[src/rtl/core/swbp_pkg.sv]
// ----------------------------------------------------------------------------
// swbp_pkg: shared types and constants of the sagging wire point unit
// Widths, fixed point constants, sequencer states and divider status.
// ----------------------------------------------------------------------------
package swbp_pkg;

    localparam int COORD_W    = 20;   // coordinate width
    localparam int MID_W      = 23;   // middle point width, holds the sag
    localparam int DIV_W      = 21;   // divider operand width
    localparam int DIV_CNT_W  = 5;    // divider step counter width
    localparam int MUL_A_W    = 28;   // multiplier operand a (signed)
    localparam int MUL_B_W    = 24;   // multiplier operand b (signed)
    localparam int PROD_W     = MUL_A_W + MUL_B_W;
    localparam int MAX_POINTS = 64;
    localparam int CNT_W      = 7;    // holds MAX_POINTS itself
    localparam int IDX_W      = 6;    // point index
    localparam int FX_SHIFT   = 12;   // 1/4096 fixed point
    localparam int ONE_FX     = 4096;
    localparam int BIG_LIMIT  = 4096; // axis delta limit before prescale
    localparam int BIG_SHIFT  = 8;    // prescale by 0x100

    // config register indexes
    localparam logic CFG_SEG_LEN = 1'b0;
    localparam logic CFG_SAG_DIV = 1'b1;

    typedef enum logic [4:0] {
        S_IDLE,
        S_DELTA,
        S_SQ,
        S_ROOT,
        S_DIVL_GO,
        S_DIVL_WAIT,
        S_DIVS_GO,
        S_DIVS_WAIT,
        S_ECNT0,
        S_ECNT1,
        S_PDIV_GO,
        S_PDIV_WAIT,
        S_TT0,
        S_TT1,
        S_AXIS,
        S_OUT
    } t_state;

    typedef struct packed {
        logic busy;
        logic done;
    } t_div_stat;

endpackage

[src/rtl/core/swbp_divider.sv]
// ----------------------------------------------------------------------------
// swbp_divider: unsigned restoring divider
// One quotient bit per cycle; done pulses with the quotient valid.
// ----------------------------------------------------------------------------
module swbp_divider import swbp_pkg::*; (
    input  logic             i_clk,
    input  logic             i_rst_n,
    input  logic             i_start,
    input  logic [DIV_W-1:0] i_dividend,
    input  logic [DIV_W-1:0] i_divisor,
    output logic [DIV_W-1:0] o_quotient,
    output t_div_stat        o_stat
);

    logic [DIV_W-1:0]     r_rem;
    logic [DIV_W-1:0]     r_quo;
    logic [DIV_W-1:0]     r_den;
    logic [DIV_CNT_W-1:0] r_cnt;
    logic                 r_busy;
    logic                 r_done;

    logic [DIV_W:0]       shifted;
    logic                 fits;

    assign shifted = {r_rem, r_quo[DIV_W-1]};
    assign fits    = (shifted >= {1'b0, r_den});

    always_ff @(posedge i_clk) begin
        if (!i_rst_n) begin
            r_busy <= 1'b0;
            r_done <= 1'b0;
        end else begin
            r_done <= 1'b0;
            if (i_start) begin
                r_busy <= 1'b1;
            end else if (r_busy && (r_cnt == DIV_CNT_W'(1))) begin
                r_busy <= 1'b0;
                r_done <= 1'b1;
            end
        end
    end

    always_ff @(posedge i_clk) begin
        if (i_start) begin
            r_rem <= '0;
            r_quo <= i_dividend;
            r_den <= i_divisor;
            r_cnt <= DIV_CNT_W'(DIV_W);
        end else if (r_busy) begin
            if (fits) begin
                r_rem <= DIV_W'(shifted - {1'b0, r_den});
            end else begin
                r_rem <= shifted[DIV_W-1:0];
            end
            r_quo <= {r_quo[DIV_W-2:0], fits};
            r_cnt <= r_cnt - DIV_CNT_W'(1);
        end
    end

    assign o_quotient  = r_quo;
    assign o_stat.busy = r_busy;
    assign o_stat.done = r_done;

endmodule

[src/rtl/core/sagging_wire_bezier_points_unit.sv]
// ----------------------------------------------------------------------------
// sagging_wire_bezier_points_unit: quadratic Bezier points along a wire
// Distance by integer square root, segment count, sagging midpoint, and
// the curve points from weights in 1/4096 fixed point, one stream word per point.
// ----------------------------------------------------------------------------
// One input word describes a wire: start, end, an optional middle control
// point (tuser = 1 uses it, 0 derives a midpoint that sags by
// distance / sag_divisor in y) and the drawn fraction reach (4096 = whole).
// The unit measures the distance (deltas prescaled by 256 when any axis
// exceeds 4096), splits it into distance / segment_length segments and
// streams min(segments * reach / 4096, 64) points, the final one with
// tlast; a wire that yields no point produces no output word. It handles
// one wire at a time. Per wire it runs a 13 step square root and two
// divisions, and per point one division plus ten uses of the single
// shared 28x24 multiplier. Register 0 is segment_length, register 1
// sag_divisor; a zero in either acts as 1.
module sagging_wire_bezier_points_unit import swbp_pkg::*; (
    input  logic         i_clk,
    input  logic         i_rst_n,
    // configuration
    input  logic         i_cfg_we,
    input  logic         i_cfg_index,
    input  logic [15:0]  i_cfg_wdata,
    // input stream
    input  logic         i_s_axis_tvalid,
    output logic         o_s_axis_tready,
    // start_x, start_y, start_z, end_x, end_y, end_z, mid_x, mid_y, mid_z,
    // reach, zero fill
    input  logic [199:0] i_s_axis_tdata,
    // mid_given
    input  logic [0:0]   i_s_axis_tuser,
    // output stream
    output logic         o_m_axis_tvalid,
    input  logic         i_m_axis_tready,
    // point_x, point_y, point_z, point_index, zero fill
    output logic [71:0]  o_m_axis_tdata,
    output logic         o_m_axis_tlast
);

    t_state r_state, n_state;

    logic [15:0] r_seg_len;
    logic [15:0] r_sag_div;

    logic signed [COORD_W-1:0] r_s [3];
    logic signed [COORD_W-1:0] r_e [3];
    logic signed [MID_W-1:0]   r_m [3];
    logic                      r_mid_given;
    logic [12:0]               r_reach;
    logic signed [DIV_W-1:0]   r_d [3];
    logic                      r_big;

    logic [1:0]                r_t;
    logic [1:0]                r_j;
    logic signed [PROD_W-1:0]  r_acc;
    logic signed [PROD_W-1:0]  r_prod;

    logic [25:0]               r_rn;
    logic [26:0]               r_root;
    logic [24:0]               r_bit;
    logic [DIV_W-1:0]          r_dist;
    logic [DIV_W-1:0]          r_lcount;
    logic [CNT_W-1:0]          r_cnt;
    logic [IDX_W-1:0]          r_k;
    logic signed [COORD_W-1:0] r_tq;
    logic [24:0]               r_r;
    logic signed [MUL_A_W-1:0] r_we;
    logic signed [MUL_A_W-1:0] r_wm;
    logic signed [COORD_W-1:0] r_p [3];

    // shared units
    logic signed [MUL_A_W-1:0] mul_a;
    logic signed [MUL_B_W-1:0] mul_b;
    logic                      div_start;
    logic [DIV_W-1:0]          div_num;
    logic [DIV_W-1:0]          div_den;
    logic [DIV_W-1:0]          div_quo;
    t_div_stat                 div_stat;

    logic                      in_acc;
    logic                      out_acc;
    logic                      last_pt;

    // delta prescale
    logic signed [DIV_W-1:0]   d_raw [3];
    logic signed [DIV_W-1:0]   d_div [3];
    logic                      big_c;

    // square root step
    logic [26:0]               trial;
    logic                      take;
    logic [26:0]               root_nx;

    // midpoint
    logic signed [DIV_W-1:0]   mid_sum [3];
    logic signed [COORD_W-1:0] mid_half [3];

    // point finish
    logic signed [PROD_W-1:0]  fin_sum;
    logic signed [PROD_W-1:0]  fin_q;
    logic signed [COORD_W-1:0] fin_p;
    logic [PROD_W-FX_SHIFT-1:0] ecnt_raw;

    logic [15:0] seg_eff;
    logic [15:0] sag_eff;

    assign seg_eff = (r_seg_len == 16'd0) ? 16'd1 : r_seg_len;
    assign sag_eff = (r_sag_div == 16'd0) ? 16'd1 : r_sag_div;

    assign in_acc  = i_s_axis_tvalid && o_s_axis_tready;
    assign out_acc = o_m_axis_tvalid && i_m_axis_tready;
    assign last_pt = ({1'b0, r_k} + CNT_W'(1)) == r_cnt;

    swbp_divider u_div (
        .i_clk      (i_clk),
        .i_rst_n    (i_rst_n),
        .i_start    (div_start),
        .i_dividend (div_num),
        .i_divisor  (div_den),
        .o_quotient (div_quo),
        .o_stat     (div_stat)
    );

    // deltas, prescaled by 256 toward zero when any axis is large
    always_comb begin
        big_c = 1'b0;
        for (int k = 0; k < 3; k++) begin
            d_raw[k] = DIV_W'(r_s[k]) - DIV_W'(r_e[k]);
            if ((d_raw[k] > DIV_W'(BIG_LIMIT)) || (d_raw[k] < -DIV_W'(BIG_LIMIT))) begin
                big_c = 1'b1;
            end
            d_div[k] = (d_raw[k] + (d_raw[k][DIV_W-1] ? DIV_W'(255) : DIV_W'(0)))
                       >>> BIG_SHIFT;
            mid_sum[k]  = DIV_W'(r_s[k]) + DIV_W'(r_e[k]);
            mid_half[k] = COORD_W'((mid_sum[k] + DIV_W'(mid_sum[k][DIV_W-1])) >>> 1);
        end
    end

    assign trial   = r_root + {2'b00, r_bit};
    assign take    = ({1'b0, r_rn} >= trial);
    assign root_nx = take ? ((r_root >> 1) + {2'b00, r_bit}) : (r_root >> 1);

    assign fin_sum  = r_acc + r_prod;
    assign fin_q    = (fin_sum + (fin_sum[PROD_W-1] ? PROD_W'(ONE_FX - 1) : PROD_W'(0)))
                      >>> FX_SHIFT;
    assign fin_p    = (fin_q > PROD_W'(524287))  ? COORD_W'(524287) :
                      (fin_q < -PROD_W'(524288)) ? COORD_W'(-524288) :
                      COORD_W'(fin_q);
    assign ecnt_raw = r_prod[PROD_W-1:FX_SHIFT];

    // operand selection for the shared multiplier and divider
    always_comb begin
        mul_a     = '0;
        mul_b     = '0;
        div_start = 1'b0;
        div_num   = r_dist;
        div_den   = DIV_W'(seg_eff);
        case (r_state)
            S_SQ: begin
                if (r_t != 2'd3) begin
                    mul_a = MUL_A_W'(r_d[r_t]);
                    mul_b = MUL_B_W'(r_d[r_t]);
                end
            end
            S_DIVL_GO: begin
                div_start = 1'b1;
            end
            S_DIVS_GO: begin
                div_start = 1'b1;
                div_den   = DIV_W'(sag_eff);
            end
            S_ECNT0: begin
                mul_a = $signed({{(MUL_A_W-DIV_W){1'b0}}, r_lcount});
                mul_b = $signed({{(MUL_B_W-13){1'b0}}, r_reach});
            end
            S_PDIV_GO: begin
                div_start = 1'b1;
                div_num   = DIV_W'({r_k, 12'd0});
                div_den   = r_lcount;
            end
            S_TT0: begin
                mul_a = MUL_A_W'(r_tq);
                mul_b = MUL_B_W'(r_tq);
            end
            S_AXIS: begin
                case (r_t)
                    2'd0: begin
                        mul_a = r_we;
                        mul_b = MUL_B_W'(r_e[r_j]);
                    end
                    2'd1: begin
                        mul_a = r_wm;
                        mul_b = MUL_B_W'(r_m[r_j]);
                    end
                    2'd2: begin
                        mul_a = $signed({3'b000, r_r});
                        mul_b = MUL_B_W'(r_s[r_j]);
                    end
                    default: begin
                        mul_a = '0;
                    end
                endcase
            end
            default: begin
                mul_a = '0;
            end
        endcase
    end

    // next state and handshake outputs
    always_comb begin
        n_state         = r_state;
        o_s_axis_tready = 1'b0;
        o_m_axis_tvalid = 1'b0;
        case (r_state)
            S_IDLE: begin
                o_s_axis_tready = 1'b1;
                if (i_s_axis_tvalid) n_state = S_DELTA;
            end
            S_DELTA:     n_state = S_SQ;
            S_SQ:        if (r_t == 2'd3) n_state = S_ROOT;
            S_ROOT:      if (r_bit == 25'd1) n_state = S_DIVL_GO;
            S_DIVL_GO:   n_state = S_DIVL_WAIT;
            S_DIVL_WAIT: if (div_stat.done) n_state = S_DIVS_GO;
            S_DIVS_GO:   n_state = S_DIVS_WAIT;
            S_DIVS_WAIT: if (div_stat.done) n_state = S_ECNT0;
            S_ECNT0:     n_state = S_ECNT1;
            S_ECNT1:     n_state = (ecnt_raw == '0) ? S_IDLE : S_PDIV_GO;
            S_PDIV_GO:   n_state = S_PDIV_WAIT;
            S_PDIV_WAIT: if (div_stat.done) n_state = S_TT0;
            S_TT0:       n_state = S_TT1;
            S_TT1:       n_state = S_AXIS;
            S_AXIS:      if ((r_t == 2'd3) && (r_j == 2'd2)) n_state = S_OUT;
            S_OUT: begin
                o_m_axis_tvalid = 1'b1;
                if (i_m_axis_tready) n_state = last_pt ? S_IDLE : S_PDIV_GO;
            end
            default:     n_state = S_IDLE;
        endcase
    end

    always_ff @(posedge i_clk) begin
        if (!i_rst_n) begin
            r_state <= S_IDLE;
        end else begin
            r_state <= n_state;
        end
    end

    always_ff @(posedge i_clk) begin
        if (!i_rst_n) begin
            r_seg_len <= 16'd256;
            r_sag_div <= 16'd4;
        end else if (i_cfg_we) begin
            case (i_cfg_index)
                CFG_SEG_LEN: r_seg_len <= i_cfg_wdata;
                CFG_SAG_DIV: r_sag_div <= i_cfg_wdata;
                default:     r_seg_len <= r_seg_len;
            endcase
        end
    end

    // datapath
    always_ff @(posedge i_clk) begin
        r_prod <= mul_a * mul_b;
        case (r_state)
            S_IDLE: begin
                if (in_acc) begin
                    for (int k = 0; k < 3; k++) begin
                        r_s[k] <= i_s_axis_tdata[k*COORD_W +: COORD_W];
                        r_e[k] <= i_s_axis_tdata[(3+k)*COORD_W +: COORD_W];
                        r_m[k] <= MID_W'($signed(i_s_axis_tdata[(6+k)*COORD_W +: COORD_W]));
                    end
                    r_reach     <= i_s_axis_tdata[192:180];
                    r_mid_given <= i_s_axis_tuser[0];
                end
            end
            S_DELTA: begin
                for (int k = 0; k < 3; k++) begin
                    r_d[k] <= big_c ? d_div[k] : d_raw[k];
                end
                r_big <= big_c;
                r_t   <= 2'd0;
            end
            S_SQ: begin
                r_t <= r_t + 2'd1;
                if (r_t == 2'd1) r_acc <= r_prod;
                if (r_t == 2'd2) r_acc <= fin_sum;
                if (r_t == 2'd3) begin
                    r_rn   <= fin_sum[25:0];
                    r_root <= '0;
                    r_bit  <= 25'd1 << 24;
                end
            end
            S_ROOT: begin
                if (take) r_rn <= 26'(({1'b0, r_rn}) - trial);
                r_root <= root_nx;
                r_bit  <= r_bit >> 2;
                if (r_bit == 25'd1) begin
                    r_dist <= r_big ? {root_nx[12:0], 8'd0} : DIV_W'(root_nx);
                end
            end
            S_DIVL_WAIT: begin
                if (div_stat.done) r_lcount <= div_quo;
            end
            S_DIVS_WAIT: begin
                if (div_stat.done && !r_mid_given) begin
                    r_m[0] <= MID_W'(mid_half[0]);
                    r_m[1] <= MID_W'(mid_half[1]) + $signed({2'b00, div_quo});
                    r_m[2] <= MID_W'(mid_half[2]);
                end
            end
            S_ECNT1: begin
                r_cnt <= (ecnt_raw > (PROD_W-FX_SHIFT)'(MAX_POINTS)) ?
                         CNT_W'(MAX_POINTS) : CNT_W'(ecnt_raw);
                r_k   <= '0;
            end
            S_PDIV_WAIT: begin
                if (div_stat.done) begin
                    r_tq <= COORD_W'(22'sd4096 - $signed({1'b0, div_quo}));
                end
            end
            S_TT1: begin
                r_r  <= r_prod[36:12];
                r_we <= MUL_A_W'(ONE_FX) - (MUL_A_W'(r_tq) <<< 1) +
                        $signed({3'b000, r_prod[36:12]});
                r_wm <= (MUL_A_W'(r_tq) <<< 1) - $signed({2'b00, r_prod[36:12], 1'b0});
                r_t  <= 2'd0;
                r_j  <= 2'd0;
            end
            S_AXIS: begin
                r_t <= r_t + 2'd1;
                if (r_t == 2'd1) r_acc <= r_prod;
                if (r_t == 2'd2) r_acc <= fin_sum;
                if (r_t == 2'd3) begin
                    r_p[r_j] <= fin_p;
                    r_j      <= r_j + 2'd1;
                end
            end
            S_OUT: begin
                if (out_acc && !last_pt) r_k <= r_k + IDX_W'(1);
            end
            default: begin
                r_t <= r_t;
            end
        endcase
    end

    assign o_m_axis_tdata = {6'd0, r_k, r_p[2], r_p[1], r_p[0]};
    assign o_m_axis_tlast = last_pt;

    // one wire at a time: never take input while a point is offered
    a_no_overlap: assert property (@(posedge i_clk) disable iff (!i_rst_n)
        o_s_axis_tready |-> !o_m_axis_tvalid)
        else $error("input taken while a point is pending");

    // the final point of a wire returns the unit to idle
    a_last_idle: assert property (@(posedge i_clk) disable iff (!i_rst_n)
        (o_m_axis_tvalid && i_m_axis_tready && o_m_axis_tlast) |=> o_s_axis_tready)
        else $error("unit not idle after final point");

    // a division result only arrives while the sequencer waits for it
    a_div_wait: assert property (@(posedge i_clk) disable iff (!i_rst_n)
        div_stat.done |-> ((r_state == S_DIVL_WAIT) || (r_state == S_DIVS_WAIT) ||
                           (r_state == S_PDIV_WAIT)))
        else $error("divider result outside a wait state");

endmodule
[config.mk]
export PLATFORM = sky130hd
export DESIGN_NAME = sagging_wire_bezier_points_unit
export DESIGN_NICKNAME = d
export VERILOG_FILES = /design/src/rtl/core/swbp_pkg.sv /design/src/rtl/core/swbp_divider.sv /design/src/rtl/core/sagging_wire_bezier_points_unit.sv
export SDC_FILE = /design/constraint.sdc
export NUM_CORES = 2
export LEC_CHECK = 0
export ABC_AREA = 1
export BUFFER_PORTS_ARGS = -buffer_cell sky130_fd_sc_hd__buf_2
export CORE_AREA = 2 2 544 438
export CTS_CLUSTER_SIZE = 28
export DETAILED_ROUTE_END_ITERATION = 6
export DIE_AREA = 0 0 546 440
export PLACE_DENSITY = 0.52
export SLEW_MARGIN = 20
export SYNTH_ARGS = -nofsm -noshare
export SYNTH_HDL_FRONTEND = slang
export SYNTH_SLANG_ARGS = --single-unit
[constraint.sdc]
create_clock -name i_clk -period 10.3 [get_ports i_clk]
set_clock_uncertainty 0.15 [all_clocks]
set_input_delay 0 -clock i_clk [delete_from_list [all_inputs] [get_ports i_clk]]
set_output_delay 0 -clock i_clk [all_outputs]
set_load 0.1 [all_outputs]
Word-level counts from Yosys, hierarchy flattened --
Memory sizes are Yosys's and may differ from the RTL's. A register that Yosys moved wholly into a read port is not among the register bits. Index checks and enable logic that the tools add are counted. W data, S select, Z words.
Cells by class: $add $sub $neg 28, multipliers 1, $lt $le $gt $ge 11, equal/unequal tests 34, mux-type cells 76, bitwise operators 5, reductions and logical operators 39
Operators by type and width (number):
- $mux W21 | 8
- $pmux W28 S4 | 1
- $mux W52 | 2
- $pmux W24 S4 | 1
- $pmux W28 S3 | 1
- $pmux W5 S16 | 1
- $pmux W24 S3 | 1
- $mux W23 | 3
- $add A20 B20 Y21 | 3
- $add A21 B1 Y21 | 3
- $add A21 B9 Y21 | 3
- $gt A21 B14 Y1 const B | 3
- $lt A21 B13 Y1 const B | 3
- $sub A20 B20 Y21 | 3
- $mux W27 | 2
- $pmux W27 S2 | 1
- $add A52 B13 Y52 | 1
- $add A52 B52 Y52 | 1
- $mul A28 B24 Y52 | 1
- $mux W26 | 2
- $pmux W26 S2 | 1
- $pmux W25 S2 | 1
- $pmux W21 S2 | 1
- $eq A5 B4 Y1 const B | 8
- other kinds (56) | 139
Word-level totals: register bits after elaboration 464, bits in writable memories 312, input port bits 223, output and inout bits 75, memories kept 5
Memories:
- r_m | depth 3, bits a word 23, rd ports 1, clocked after memory_dff 1, wr ports 3, RTL line sagging_wire_bezier_points_unit.sv:47 | logic signed [MID_W-1:0] r_m [3];
- r_d | depth 3, bits a word 21, rd ports 1, clocked after memory_dff 1, wr ports 3, RTL line sagging_wire_bezier_points_unit.sv:50 | logic signed [DIV_W-1:0] r_d [3];
- r_e | depth 3, bits a word 20, rd ports 4, clocked after memory_dff 1, wr ports 3, RTL line sagging_wire_bezier_points_unit.sv:46 | logic signed [COORD_W-1:0] r_e [3];
- r_p | depth 3, bits a word 20, rd ports 3, clocked after memory_dff 0, wr ports 1, RTL line sagging_wire_bezier_points_unit.sv:69 | logic signed [COORD_W-1:0] r_p [3];
- r_s | depth 3, bits a word 20, rd ports 4, clocked after memory_dff 1, wr ports 3, RTL line sagging_wire_bezier_points_unit.sv:45 | logic signed [COORD_W-1:0] r_s [3];

Depth between registers and ports, before layout --
An unclocked memory read counts as a cell.
depth after elaboration 8, depth in mapped cells 44, depth with buffers taken out 43

Hierarchy --
From an unflattened synthesis, not the netlist that was laid out.
Second synthesis, totals: cell total of the unflattened synthesis 9987, area, all modules 78356.4 µm²
By module, submodules not included:
- sagging_wire_bezier_points_unit | times used 1, cells an instance 9377, area each 73873.4 µm², seq. area each 19738.9 µm²
- swbp_divider | times used 1, cells an instance 610, area each 4483.0 µm², seq. area each 1821.7 µm²

Worst setup path before layout --
Ideal clock, no wire load.
kind register to register, start point register r_state[3], end point memory r_e[0][0] (enable), setup time 0.630 ns, data arrival time 7.665 ns, path slack 1.855 ns, cell stages (with the launch flop) 6, path buffers 0, clock period less this slack 8.445 ns, path through dfxtp_1 nor2_1 inv_1 nor2_1 inv_1 nor2_1
RTL lines:
- from (decl) | RTL line sagging_wire_bezier_points_unit.sv:40 | t_state r_state, n_state;
- from (signal assigned) | RTL line sagging_wire_bezier_points_unit.sv:246 | r_state <= n_state;
- to (decl) | RTL line sagging_wire_bezier_points_unit.sv:46

Worst setup path after layout --
start point register r_t[0], end point register r_prod[50]
Between the ends: longest elaborated chain between the ends 4
Ends and longest elaborated chain:
- from (decl) | RTL line sagging_wire_bezier_points_unit.sv:53 | logic [1:0] r_t;
- from (signal assigned) | RTL line sagging_wire_bezier_points_unit.sv:286 | r_t <= r_t + 2'd1;
- from (signal assigned) | RTL line sagging_wire_bezier_points_unit.sv:332 | r_t <= r_t + 2'd1;
- from (signal assigned) | RTL line sagging_wire_bezier_points_unit.sv:344 | r_t <= r_t;
- $eq A2 B2 Y1, or another cell as far along | RTL line sagging_wire_bezier_points_unit.sv:186 | case (r_t)
- $pmux W28 S3, or another cell as far along | RTL line sagging_wire_bezier_points_unit.sv:186
- $pmux W28 S4 or $pmux W24 S4 (tied branches) | RTL line sagging_wire_bezier_points_unit.sv:158 | case (r_state)
- $mul A28 B24 Y52 * | RTL line sagging_wire_bezier_points_unit.sv:265 | r_prod <= mul_a * mul_b;
- to (signal assigned) | RTL line sagging_wire_bezier_points_unit.sv:265
- to (decl) | RTL line sagging_wire_bezier_points_unit.sv:56 | logic signed [PROD_W-1:0] r_prod;
Mark *: on every way between the ends. The rest lies on a longest branch, timed or not. A chain may end at the register's enable or synchronous reset.

==> summary.md <==
| Metric | Value |
|---|---|
| Number of flops mapped to enable cells by yosys | `roughly 640` |
| Yosys top cell by area | `edfxtp_1` |
| Clk_lat worst skew | `between 0.7 and 0.8 ns` |
| Measured slew at the worst slew-check pin | `approximately 1.1 ns` |
| RSZ-0062 raised after global routing | `false` |
| Total Power | `21.8 mW` |
| First-pass GRT wire length | `426000 µm` |
| Count of cell types in the netlist | `slightly above 70` |
| Worst path required time | `10.76 ns` |
| DRT iter0 DRCs | `slightly below 7000` |
| Most area-consuming cells after synthesis | `edfxtp_1 (25%), fa_1 (18%), nand2_1 (12%), ha_1 (8.6%), inv_1 (8.4%)` |
| Tmin final | `about 10 ns` |
| Via/cell ratio | `5.04` |
| Post-route clock period utilization | `95.9%` |
| Most frequent cells after synthesis | `nand2_1 (2378), inv_1 (1733), nor2_1 (866)` |
| Worst hold path type | `in2reg` |
| Detailed-route via count | `between 60000 and 70000` |
| CP Class | `reg2reg` |
| Critical path's slowest cell | `fa_1` |
| Grt ovf | `0` |
| Setup Viol. Count Final | `0` |
| Clk pin slew, worst setup/hold paths | `roughly 0.06 ns` |
| Dpl hpwl | `between 200000 and 250000 µm` |
| I/O pins | `about 300` |
| Synth Instances | `approximately 9700` |
| Root Driver | `clkbuf_16` |
| Syn Area/Cell | `around 8 µm²` |
| Synth Cell Area | `0.0771 mm²` |
| FF/Latch Area | `~0.022 mm²` |
| Fin util | `about two fifths` |
| Crit path capture type | `flop` |
| Area of the multi-input gates | `0.0481 mm²` |
| Primary FF master, synth | `edfxtp_1` |
| Post-route DRC | `0` |
| Port Buffers | `between 200 and 300` |
| Rows | `160` |
| Hold_buf cts | `404` |
| Final wirelength | `~290000 µm` |
| Fin Hold WS | `0.0457 ns` |
| Final Hold Viols | `0` |
| Largest net degree at the start of global routing | `around 140` |
| CP arrival | `between 10 and 15 ns` |
| Post-synthesis sequential area ratio | `between 20% and 30%` |
| Power Dens Cells | `between 200 and 250 mW/mm²` |
| Clock buffer count from CTS | `slightly above 80` |
| Initial antenna violation count | `5` |
| YS warnings | `0` |
| Antenna-violating nets left | `0` |
| Htree depth | `3` |
| Drt pass-1 iters | `6` |
| DIE HEIGHT | `~440 µm` |
| CORE AREA | `between 0.2 and 0.25 mm²` |
| Share of post-route cells with drive strength above 1 | `~7%` |
| Area growth syn-to-layout | `16.2%` |
| FMAX | `about 100 MHz` |
| MaxCap Viol Count | `0` |
| Leak pwr | `around 42 nW` |
| Placer congestion estimate | `roughly 0.97` |
| CP peak stage delay | `0.63 ns` |
| Vias in the first global route | `between 60000 and 70000` |
| Initial Util | `between 30% and 40%` |
| CTS tree | `yes` |
| Number of synthesized register bits | `around 760` |
| Clk buf depth | `3` |
| Status | `finished clean` |
| Die width | `~550 µm` |
| Die area | `0.240 mm²` |
| Setup Buffers After CTS | `0` |
| Top cell type's share of synthesized area | `about a quarter` |
| DR WL/cell | `21.1 µm` |
| Post-cts gate resize count | `0` |
| Nets | `between 10000 and 15000` |
| Fin. max-slew vios | `0` |
| Most frequent CP cell | `nand2_1` |
| FFs w/ async S/R, synth | `0%` |
| Fill cells | `roughly 24000` |
| Crit start category | `flop` |
| Setup TNS | `0 ns` |
| Most common cell in the netlist | `nand2_1` |
| Max Fanout on Critical Path | `24` |
| VDD IR max | `approximately 150 µV` |
| Clk sinks | `about 760` |
| Total GRT Usage | `roughly a quarter` |
| Rel. slew slack | `between 20 and 30%` |
per-layer routing:
layer  global-route usage [%]  routed length, µm
met5                        0                  0
met4                     5.67               7480
met3                     3.79              23400
met2                     34.4             118000
met1                     35.5             138000
path summary, 6_finish.rpt:
check	endpoint	start	cells after the start	slack, ns
max	r_prod[50]	r_t[0]	33	0.43
min reg2reg	u_div.r_rem[8]	u_div.r_rem[8]	2	0.33
min	r_m[0][10]	i_s_axis_tdata[130]	4	0.05
max reg2reg	r_prod[50]	r_t[0]	33	0.43
state kept, by name, indices dropped and copies added (netlist names), 16 cells and up, named ones only:
name / flops
r_p: 60
r_m: 63
u_div.r_den: 21
r_e: 60
r_acc: 52
u_div.r_rem: 21
r_lcount: 21
r_dist: 21
r_d: 63
r_sag_div: 16
r_prod: 52
r_s: 60
r_we: 26
r_rn: 26
u_div.o_quotient: 21
r_wm: 27
r_tq: 20
r_r: 25
r_seg_len: 16
r_root: 27
per-stage QoR:
step / instance area, µm² / instances / worst slack, ns
final: 89700 / 13600 / 0.427
after global routing: 89700 / 13600 / 0.0326
after CTS: 89600 / 13600 / 0.635
after detailed placement: 82700 / 13000 / 0.626
after global placement: 82700 / 13000 / 0.789
after floorplan: 77100 / 9677 / 1.86
cell type report:
class	count	area share [%]
Tap cell	3159	4.41
Clock inverter	39	0.590
Clock buffer	112	2.60
Timing Repair Buffer	834	7.36
Inverter	1762	7.38
Antenna cell	2	0.00558
Multi-Input combinational cell	6899	53.6
Sequential cell	758	24.1
cells in the final DEF (no fill, tap or decap), types with 14 or more instances in the layout:
| cell | instances |
|---|---|
| a211oi_1 | 15 |
| a21boi_0 | 16 |
| a21o_1 | 17 |
| a21oi_1 | 548 |
| a31oi_1 | 39 |
| buf_2 | 284 |
| buf_4 | 143 |
| clkbuf_1 | 18 |
| clkbuf_16 | 86 |
| clkinv_1 | 21 |
| dfxtp_1 | 118 |
| dlygate4sd3_1 | 404 |
| edfxtp_1 | 638 |
| fa_1 | 707 |
| ha_1 | 531 |
| inv_1 | 1731 |
| inv_2 | 15 |
| nand2_1 | 2378 |
| nand2_2 | 47 |
| nand3_1 | 338 |
| nand4_1 | 102 |
| nor2_1 | 853 |
| nor2_2 | 34 |
| nor2_4 | 14 |
| nor3_1 | 89 |
| nor4_1 | 46 |
| o211ai_1 | 28 |
| o21a_1 | 14 |
| o21ai_0 | 425 |
| o21bai_1 | 32 |
| o221ai_1 | 27 |
| o22ai_1 | 20 |
| or2_2 | 23 |
| xnor2_1 | 105 |
| xor2_1 | 315 |
logic make-up (layout without fill, tap and decap cells):
| logic type | after synthesis | in the layout | synth area share [%] |
|---|---|---|---|
| other cells | 1 | 8 | 0.00486 |
| simple gates | 3979 | 3979 | 21.3 |
| xor+xnor | 422 | 422 | 4.81 |
| compound gates | 1252 | 1252 | 9.01 |
| flops | 758 | 758 | 28.0 |
| fa+ha+maj | 1238 | 1238 | 27.0 |
| mux | 2 | 2 | 0.0260 |
| buf+inv | 2020 | 2747 | 9.93 |
worst max-delay path, delay by kind of cell, from the launching register on:
family | cells | cell delay (ns)
flip-flops | 1 | 0.44
AO/OA/AOI/OAI | 5 | 1.80
adder cells (fa/ha/maj) | 9 | 4.42
buffers and inverters | 9 | 1.49
AND/OR/NAND/NOR | 10 | 1.40
report_power, final:
part           leakage (nW)  total (mW)  switching (mW)  internal, mW
Clock                  1.38        3.23            1.42          1.81
Sequential             6.85        4.83           0.538          4.29
Combinational          33.8        13.8            9.53          4.24
Power figures use the tool's default switching activity.
